## src/rtl/swmf_pkg.sv

```systemverilog
// Shared types and constants of the sliding window median filter.
// Used by the sorting cells and the top level; no dependencies.
package swmf_pkg;

    // Width of the window length register and its value after reset.
    localparam int unsigned CFG_W = 6;
    localparam logic [CFG_W-1:0] WL_RESET = 6'd32;

    // Flags that one sorting cell hands to its neighbors in the same cycle.
    typedef struct packed {
        logic not_above;   // stored value <= incoming sample
        logic del_seen;    // the entry being replaced sits at this cell or to its left
    } link_t;

endpackage

```

## src/rtl/swmf_cell.sv

```systemverilog
// One cell of the sorted chain: holds one ring entry (value and ring index).
// Depends on swmf_pkg for the neighbor link struct.
module swmf_cell #(
    parameter int SAMPLE_WIDTH = 16,
    parameter int IDX_W        = 5,
    parameter int CELL_IDX     = 0
) (
    input  logic                           clk,
    input  logic                           rst_n,
    input  logic                           upd,
    input  logic signed [SAMPLE_WIDTH-1:0] new_val,
    input  logic        [IDX_W-1:0]        wp,
    input  logic                           del_in,
    input  logic                           left_not_above,
    input  logic                           right_not_above,
    input  logic signed [SAMPLE_WIDTH-1:0] left_val,
    input  logic        [IDX_W-1:0]        left_idx,
    input  logic signed [SAMPLE_WIDTH-1:0] right_val,
    input  logic        [IDX_W-1:0]        right_idx,
    output swmf_pkg::link_t                link,
    output logic signed [SAMPLE_WIDTH-1:0] val,
    output logic        [IDX_W-1:0]        idx
);

    logic signed [SAMPLE_WIDTH-1:0] val_reg, val_next;
    logic        [IDX_W-1:0]        idx_reg, idx_next;
    logic                           not_above;
    logic                           del_self;
    logic                           del_here;
    logic                           prev_not_above;
    logic signed [SAMPLE_WIDTH-1:0] prev_val;
    logic        [IDX_W-1:0]        prev_idx;

    assign not_above = (val_reg <= new_val);
    assign del_self  = (idx_reg == wp);
    assign del_here  = del_in | del_self;

    // After the replaced entry is taken out, the element in front of this
    // position is this cell itself when the removal happened further left.
    assign prev_not_above = del_in ? not_above : left_not_above;
    assign prev_val       = del_in ? val_reg   : left_val;
    assign prev_idx       = del_in ? idx_reg   : left_idx;

    always_comb
    begin
        val_next = val_reg;
        idx_next = idx_reg;
        if (!del_here)
        begin
            if (!not_above)
            begin
                if (left_not_above)
                begin
                    val_next = new_val;
                    idx_next = wp;
                end
                else
                begin
                    val_next = left_val;
                    idx_next = left_idx;
                end
            end
        end
        else if (right_not_above)
        begin
            val_next = right_val;
            idx_next = right_idx;
        end
        else if (prev_not_above)
        begin
            val_next = new_val;
            idx_next = wp;
        end
        else
        begin
            val_next = prev_val;
            idx_next = prev_idx;
        end
    end

    always_ff @(posedge clk or negedge rst_n)
    begin
        if (!rst_n)
        begin
            val_reg <= '0;
            idx_reg <= IDX_W'(CELL_IDX);
        end
        else if (upd)
        begin
            val_reg <= val_next;
            idx_reg <= idx_next;
        end
    end

    assign link.not_above = not_above;
    assign link.del_seen  = del_here;
    assign val            = val_reg;
    assign idx            = idx_reg;

endmodule

```

## src/rtl/swmf_select.sv

```systemverilog
// Rank scanner: walks the sorted chain and picks the middle in-window entry,
// then holds it in the output register. Uses no package items.
module swmf_select #(
    parameter int N            = 32,
    parameter int SAMPLE_WIDTH = 16,
    parameter int IDX_W        = 5,
    parameter int LEN_W        = 6
) (
    input  logic                           clk,
    input  logic                           rst_n,
    input  logic                           start,
    input  logic        [LEN_W-1:0]        len,
    input  logic signed [SAMPLE_WIDTH-1:0] cell_val [N],
    input  logic        [IDX_W-1:0]        cell_idx [N],
    input  logic                           median_ready,
    output logic                           busy,
    output logic signed [SAMPLE_WIDTH-1:0] median,
    output logic                           median_valid
);

    localparam logic [1:0] ST_IDLE = 2'd0;
    localparam logic [1:0] ST_SCAN = 2'd1;
    localparam logic [1:0] ST_WAIT = 2'd2;

    logic [1:0]                     state_reg, state_next;
    logic [IDX_W-1:0]               sc_reg, sc_next;
    logic [LEN_W-1:0]               cnt_reg, cnt_next;
    logic signed [SAMPLE_WIDTH-1:0] pick_reg, pick_next;
    logic signed [SAMPLE_WIDTH-1:0] median_reg, median_next;
    logic                           ov_reg, ov_next;
    logic [LEN_W-1:0]               target;
    logic                           in_win;
    logic                           hit;
    logic                           out_free;

    assign target   = len >> 1;
    assign in_win   = (LEN_W'(cell_idx[sc_reg]) < len);
    assign hit      = in_win && (cnt_reg == target);
    assign out_free = !ov_reg || median_ready;

    always_comb
    begin
        state_next  = state_reg;
        sc_next     = sc_reg;
        cnt_next    = cnt_reg;
        pick_next   = pick_reg;
        median_next = median_reg;
        ov_next     = ov_reg && !median_ready;
        case (state_reg)
            ST_IDLE:
            begin
                if (start)
                begin
                    sc_next    = '0;
                    cnt_next   = '0;
                    state_next = ST_SCAN;
                end
            end
            ST_SCAN:
            begin
                if (hit)
                begin
                    pick_next  = cell_val[sc_reg];
                    state_next = ST_WAIT;
                end
                else
                begin
                    if (in_win)
                    begin
                        cnt_next = cnt_reg + 1'b1;
                    end
                    sc_next = sc_reg + 1'b1;
                end
            end
            ST_WAIT:
            begin
                if (out_free)
                begin
                    median_next = pick_reg;
                    ov_next     = 1'b1;
                    state_next  = ST_IDLE;
                end
            end
            default:
            begin
                state_next = ST_IDLE;
            end
        endcase
    end

    always_ff @(posedge clk or negedge rst_n)
    begin
        if (!rst_n)
        begin
            state_reg <= ST_IDLE;
            sc_reg    <= '0;
            cnt_reg   <= '0;
            ov_reg    <= 1'b0;
        end
        else
        begin
            state_reg <= state_next;
            sc_reg    <= sc_next;
            cnt_reg   <= cnt_next;
            ov_reg    <= ov_next;
        end
    end

    always_ff @(posedge clk)
    begin
        pick_reg   <= pick_next;
        median_reg <= median_next;
    end

    assign busy         = (state_reg != ST_IDLE);
    assign median       = median_reg;
    assign median_valid = ov_reg;

    a_start_idle: assert property (@(posedge clk) disable iff (!rst_n)
        start |-> state_reg == ST_IDLE)
        else $error("new transaction started while a scan is in progress");

    a_cnt_bound: assert property (@(posedge clk) disable iff (!rst_n)
        state_reg == ST_SCAN |-> cnt_reg <= target)
        else $error("in-window count passed the median rank");

    a_no_overrun: assert property (@(posedge clk) disable iff (!rst_n)
        (state_reg == ST_SCAN && !hit) |-> sc_reg != IDX_W'(N - 1))
        else $error("scan reached the end of the chain without a pick");

    a_wait_load: assert property (@(posedge clk) disable iff (!rst_n)
        (state_reg == ST_WAIT && out_free) |=> (state_reg == ST_IDLE && ov_reg))
        else $error("picked median was not moved to the output register");

endmodule

```

## src/rtl/sliding_window_median_filter.sv

```systemverilog
// Top level of the sliding window median filter: sorted cell chain, ring
// write pointer, window length register and rank scanner. Uses swmf_pkg,
// swmf_cell and swmf_select.
//
//   Channel   Direction  Signals                                  Handshake
//   -------   ---------  ---------------------------------------  ----------------
//   input     in         sample_valid, sample_ready, sample        valid / ready
//   output    out        median_valid, median_ready, median        valid / ready
//   config    in         window_length_wr_en, window_length        write enable only
//
// An input transaction updates the cell chain in the cycle it is accepted;
// the scanner then walks the chain one cell per cycle up to the middle
// in-window entry and stays busy until that pick is in the output register.
// sample_ready is high whenever the scanner is idle, even if a finished median
// still waits in the output register; a stalled output holds the next pick in
// the scanner, which keeps sample_ready low. Reset puts zeros in every ring
// entry, the write pointer at entry 0 and the window length at 32; no clearing
// pass is needed.
module sliding_window_median_filter #(
    parameter int MAX_WINDOW   = 32,
    parameter int SAMPLE_WIDTH = 16
) (
    input  logic                           clk,
    input  logic                           rst_n,
    input  logic                           sample_valid,
    output logic                           sample_ready,
    input  logic signed [SAMPLE_WIDTH-1:0] sample,
    output logic                           median_valid,
    input  logic                           median_ready,
    output logic signed [SAMPLE_WIDTH-1:0] median,
    input  logic                           window_length_wr_en,
    input  logic [swmf_pkg::CFG_W-1:0]     window_length
);

    // Ring index width, and a length width that holds both MAX_WINDOW and
    // any value of the length register.
    localparam int IDX_W = (MAX_WINDOW > 1) ? $clog2(MAX_WINDOW) : 1;
    localparam int LW    = $clog2(MAX_WINDOW + 1);
    localparam int LEN_W = (LW > swmf_pkg::CFG_W) ? LW : swmf_pkg::CFG_W;

    logic [swmf_pkg::CFG_W-1:0]     wl_reg;
    logic [IDX_W-1:0]               wp_reg, wp_next;
    logic [IDX_W-1:0]               wp_use;
    logic [LEN_W-1:0]               wl_ext;
    logic [LEN_W-1:0]               len;
    logic [LEN_W-1:0]               wp_inc;
    logic                           accept;
    logic                           busy;

    swmf_pkg::link_t                link     [MAX_WINDOW];
    logic signed [SAMPLE_WIDTH-1:0] cell_val [MAX_WINDOW];
    logic        [IDX_W-1:0]        cell_idx [MAX_WINDOW];
    logic        [MAX_WINDOW-1:0]   at_wp;

    assign accept       = sample_valid && sample_ready;
    assign sample_ready = !busy;

    // A length of zero acts as one and anything above the ring size is
    // clamped to the ring size.
    assign wl_ext = LEN_W'(wl_reg);
    always_comb
    begin
        if (wl_ext == '0)
        begin
            len = LEN_W'(1);
        end
        else if (wl_ext > LEN_W'(MAX_WINDOW))
        begin
            len = LEN_W'(MAX_WINDOW);
        end
        else
        begin
            len = wl_ext;
        end
    end

    // If the window shrank below the pointer, the next sample goes to entry 0.
    assign wp_use = (LEN_W'(wp_reg) >= len) ? '0 : wp_reg;
    assign wp_inc = LEN_W'(wp_use) + 1'b1;
    assign wp_next = (wp_inc >= len) ? '0 : IDX_W'(wp_inc);

    always_ff @(posedge clk or negedge rst_n)
    begin
        if (!rst_n)
        begin
            wl_reg <= swmf_pkg::WL_RESET;
            wp_reg <= '0;
        end
        else
        begin
            if (window_length_wr_en)
            begin
                wl_reg <= window_length;
            end
            if (accept)
            begin
                wp_reg <= wp_next;
            end
        end
    end

    // The chain keeps all ring entries sorted by value. On a transaction the
    // entry with index wp_use leaves and the new sample takes its place in
    // sorted order, each cell looking only at its two neighbors.
    for (genvar g = 0; g < MAX_WINDOW; g++)
    begin : g_cell
        logic                           left_na;
        logic                           right_na;
        logic                           del_in;
        logic signed [SAMPLE_WIDTH-1:0] left_val;
        logic signed [SAMPLE_WIDTH-1:0] right_val;
        logic        [IDX_W-1:0]        left_idx;
        logic        [IDX_W-1:0]        right_idx;

        if (g == 0)
        begin : g_first
            assign left_na  = 1'b1;
            assign del_in   = 1'b0;
            assign left_val = '0;
            assign left_idx = '0;
        end
        else
        begin : g_inner_l
            assign left_na  = link[g-1].not_above;
            assign del_in   = link[g-1].del_seen;
            assign left_val = cell_val[g-1];
            assign left_idx = cell_idx[g-1];
        end

        if (g == MAX_WINDOW - 1)
        begin : g_last
            assign right_na  = 1'b0;
            assign right_val = '0;
            assign right_idx = '0;
        end
        else
        begin : g_inner_r
            assign right_na  = link[g+1].not_above;
            assign right_val = cell_val[g+1];
            assign right_idx = cell_idx[g+1];
        end

        swmf_cell #(
            .SAMPLE_WIDTH (SAMPLE_WIDTH),
            .IDX_W        (IDX_W),
            .CELL_IDX     (g)
        ) u_cell (
            .clk             (clk),
            .rst_n           (rst_n),
            .upd             (accept),
            .new_val         (sample),
            .wp              (wp_use),
            .del_in          (del_in),
            .left_not_above  (left_na),
            .right_not_above (right_na),
            .left_val        (left_val),
            .left_idx        (left_idx),
            .right_val       (right_val),
            .right_idx       (right_idx),
            .link            (link[g]),
            .val             (cell_val[g]),
            .idx             (cell_idx[g])
        );

        assign at_wp[g] = (cell_idx[g] == wp_use);
    end

    swmf_select #(
        .N            (MAX_WINDOW),
        .SAMPLE_WIDTH (SAMPLE_WIDTH),
        .IDX_W        (IDX_W),
        .LEN_W        (LEN_W)
    ) u_select (
        .clk          (clk),
        .rst_n        (rst_n),
        .start        (accept),
        .len          (len),
        .cell_val     (cell_val),
        .cell_idx     (cell_idx),
        .median_ready (median_ready),
        .busy         (busy),
        .median       (median),
        .median_valid (median_valid)
    );

    // Every ring index lives in exactly one cell, so exactly one cell is
    // replaced on each transaction.
    a_one_victim: assert property (@(posedge clk) disable iff (!rst_n)
        $onehot(at_wp))
        else $error("write position does not match exactly one cell");

endmodule
```

## config.mk

```make
export PLATFORM = sky130hd
export DESIGN_NAME = sliding_window_median_filter
export DESIGN_NICKNAME = d
export VERILOG_FILES = /design/src/rtl/swmf_pkg.sv /design/src/rtl/swmf_cell.sv /design/src/rtl/swmf_select.sv /design/src/rtl/sliding_window_median_filter.sv
export SDC_FILE = /design/constraint.sdc
export NUM_CORES = 2
export LEC_CHECK = 0
export ABC_AREA = 1
export BUFFER_PORTS_ARGS = -buffer_cell sky130_fd_sc_hd__buf_2
export CORE_MARGIN = 1.5
export CORE_UTILIZATION = 35
export DETAILED_ROUTE_END_ITERATION = 6
export SYNTH_ARGS = -nofsm -noshare
export SYNTH_HDL_FRONTEND = slang
export SYNTH_HIERARCHICAL = 1
export SYNTH_SLANG_ARGS = --single-unit
```

## constraint.sdc

```tcl
create_clock -name clk -period 36.3 [get_ports clk]
set_clock_uncertainty 0.2 [all_clocks]
set_input_delay 1.815 -clock clk [delete_from_list [all_inputs] [get_ports clk]]
set_output_delay 1.815 -clock clk [all_outputs]
set_load 0.01 [all_outputs]
```

==> results.toml <==
[run_status]
status = "finished clean"

[global_route]
grt_overflow_total = 0
grt_util_all_layers = 0.286
grt_start_max_net_pins = 201
grt_pass1_vias = 87500
grt_pass1_wl_um = 558000
antenna_found_initial = 21

[clock_tree]
clock_path_buffers = 3
ctsRootBufferMaster = "clkbuf_16"
cts.sinks = 729
ctsHoldBuffers = 0
clkLatencyLatePin_ns = 0.78
cts_made_buffers = 100
cts_setup_buffers = 0
clk_pin_slew_ns = 0.06
htreeDepth = 3
cts_tree = "done"
post_cts_resized = 0

[critical_path]
cp_num_cells = 100
cp_top_family = "buffers and inverters"
crit_path_frequent_cell = "nand2_1"
cp_slowest_cell = "nand2_1"
worstPathMaxFanout = 42
cp.arrival_ns = 16.65
critPathBufInv = 52
cp.required_ns = 36.78
criticalPathCategory = "register to register"
timing.critical_path.from_type = "register"
cp-end-kind = "register"
slowest_delay_ns = 0.72
r2r_cells = 100

[layout]
final_common_cell = "nand2_1"
largest_register_ff_count = 512
post-route-util = 0.369
layout-drive-gt1-share = 0.0592
area_delta_synth_final_pct = 4.72
fin_nets = 14300
seq_area_um2 = 18500
finalInstanceArea_um2 = 90000
mostFrequentLayoutCells = "3,641 x nand2_1, 2,142 x nand3_1, 2,007 x nor2_1"
multi_input_comb_area_um2 = 56300
num-fill-cells = 27000
finalNonFillerCells = 17000

[placement]
post-place-ws_ns = 20.53
placed_cell_area_um2 = 86600
dp_cells = 16800
globalplace.congestion = 0.986
portBuffers = 44
dpl.hpwl_um = 252000

[timing]
worst_slack_ns = 20.13
fin_crit_sh = 0.446
relSlewSlack = 0.201
rsz0062_at_grt = "false"
tightest_slew_ns = 1.19
fin_tns_setup_ns = 0
fmax_mhz = 61.8
finalCriticalPeriod_ns = 16.17
hold_slack_ns = 0.218
slew_viol_final = 0
hold_viol = 0
setup_violations = 0

[power]
leakagePower_nw = 48.6
power_density_nw_per_um2 = 114
peakVddDrop_mv = 0.0652
power.total_mw = 10.2

[routing]
drcViolationCount = 0
vias = 97000
wl_um = 370000
drt.antenna.violating_nets = 0
wl_per_cell_um = 21.7
drtIter0Drc = 12200
vias_per_cell = 5.69
drt_pass1_iterations = 7

[synthesis]
synthCells = 14400
syn_area_um2 = 85900
ys_warn_count = 6
avgSynthCellArea_um2 = 5.95

[die]
start_util = 0.353
fp.dieW_um = 499
die_y_um = 499
io_pins = 45
core_um2 = 244000
rows = 181
die_area_um2 = 249000

[flow_run]
drv_cap = 0

[hold_path]
whs_path_depth = 0
min_path_type = "register to register"
## worst register-to-register path: cells and delay by family (launching register included)
family	cells	cell delay, ns
and+or+nand+nor	43	4.57
adders and majority gates	1	0.31
buffers and inverters	52	9.36
AOI/OAI and AO/OA	4	1.27
DFF	1	0.38
## layer usage
layer  part of all wire  track usage
met1               0.41        0.377
met2               0.43        0.440
met3              0.092       0.0485
met4              0.062        0.161
met5            0.00012            0
## layout make-up
class	count	share of cell area
Multi-Input combinational cell	11000	0.626
Sequential cell	729	0.206
Inverter	1730	0.0724
Tap cell	3202	0.0445
Clock buffer	144	0.0327
Timing Repair Buffer	161	0.0138
Clock inverter	45	0.00481
Antenna cell	17	0.000473
## report_power, final
group          switching, mW  internal (mW)  leakage [nW]
Combinational           5.02           2.14          37.9
Sequential             0.807           1.19          9.03
Clock                  0.453          0.605          1.68
Total                   6.28           3.94          48.6
## final timing paths
kind / from / end / slack (ns)
hold reg to reg: u_select/pick_reg[7]$_DFFE_PP_ / u_select/median[7]$_DFFE_PP_ / 0.22
setup / recovery: wl_ext[2]$_DFFE_PN0P_ / g_cell[31].u_cell/val[14]$_DFFE_PN0P_ / 20.13
hold / removal: u_select/pick_reg[7]$_DFFE_PP_ / u_select/median[7]$_DFFE_PP_ / 0.22
setup reg to reg: wl_ext[2]$_DFFE_PN0P_ / g_cell[31].u_cell/val[14]$_DFFE_PN0P_ / 20.13
max in group asynchronous: rst_n / g_cell[6].u_cell/val[14]$_DFFE_PN0P_ / 32.23
min in group asynchronous: rst_n / g_cell[21].u_cell/val[1]$_DFFE_PN0P_ / 0.85
Power figures use the tool's default switching activity.
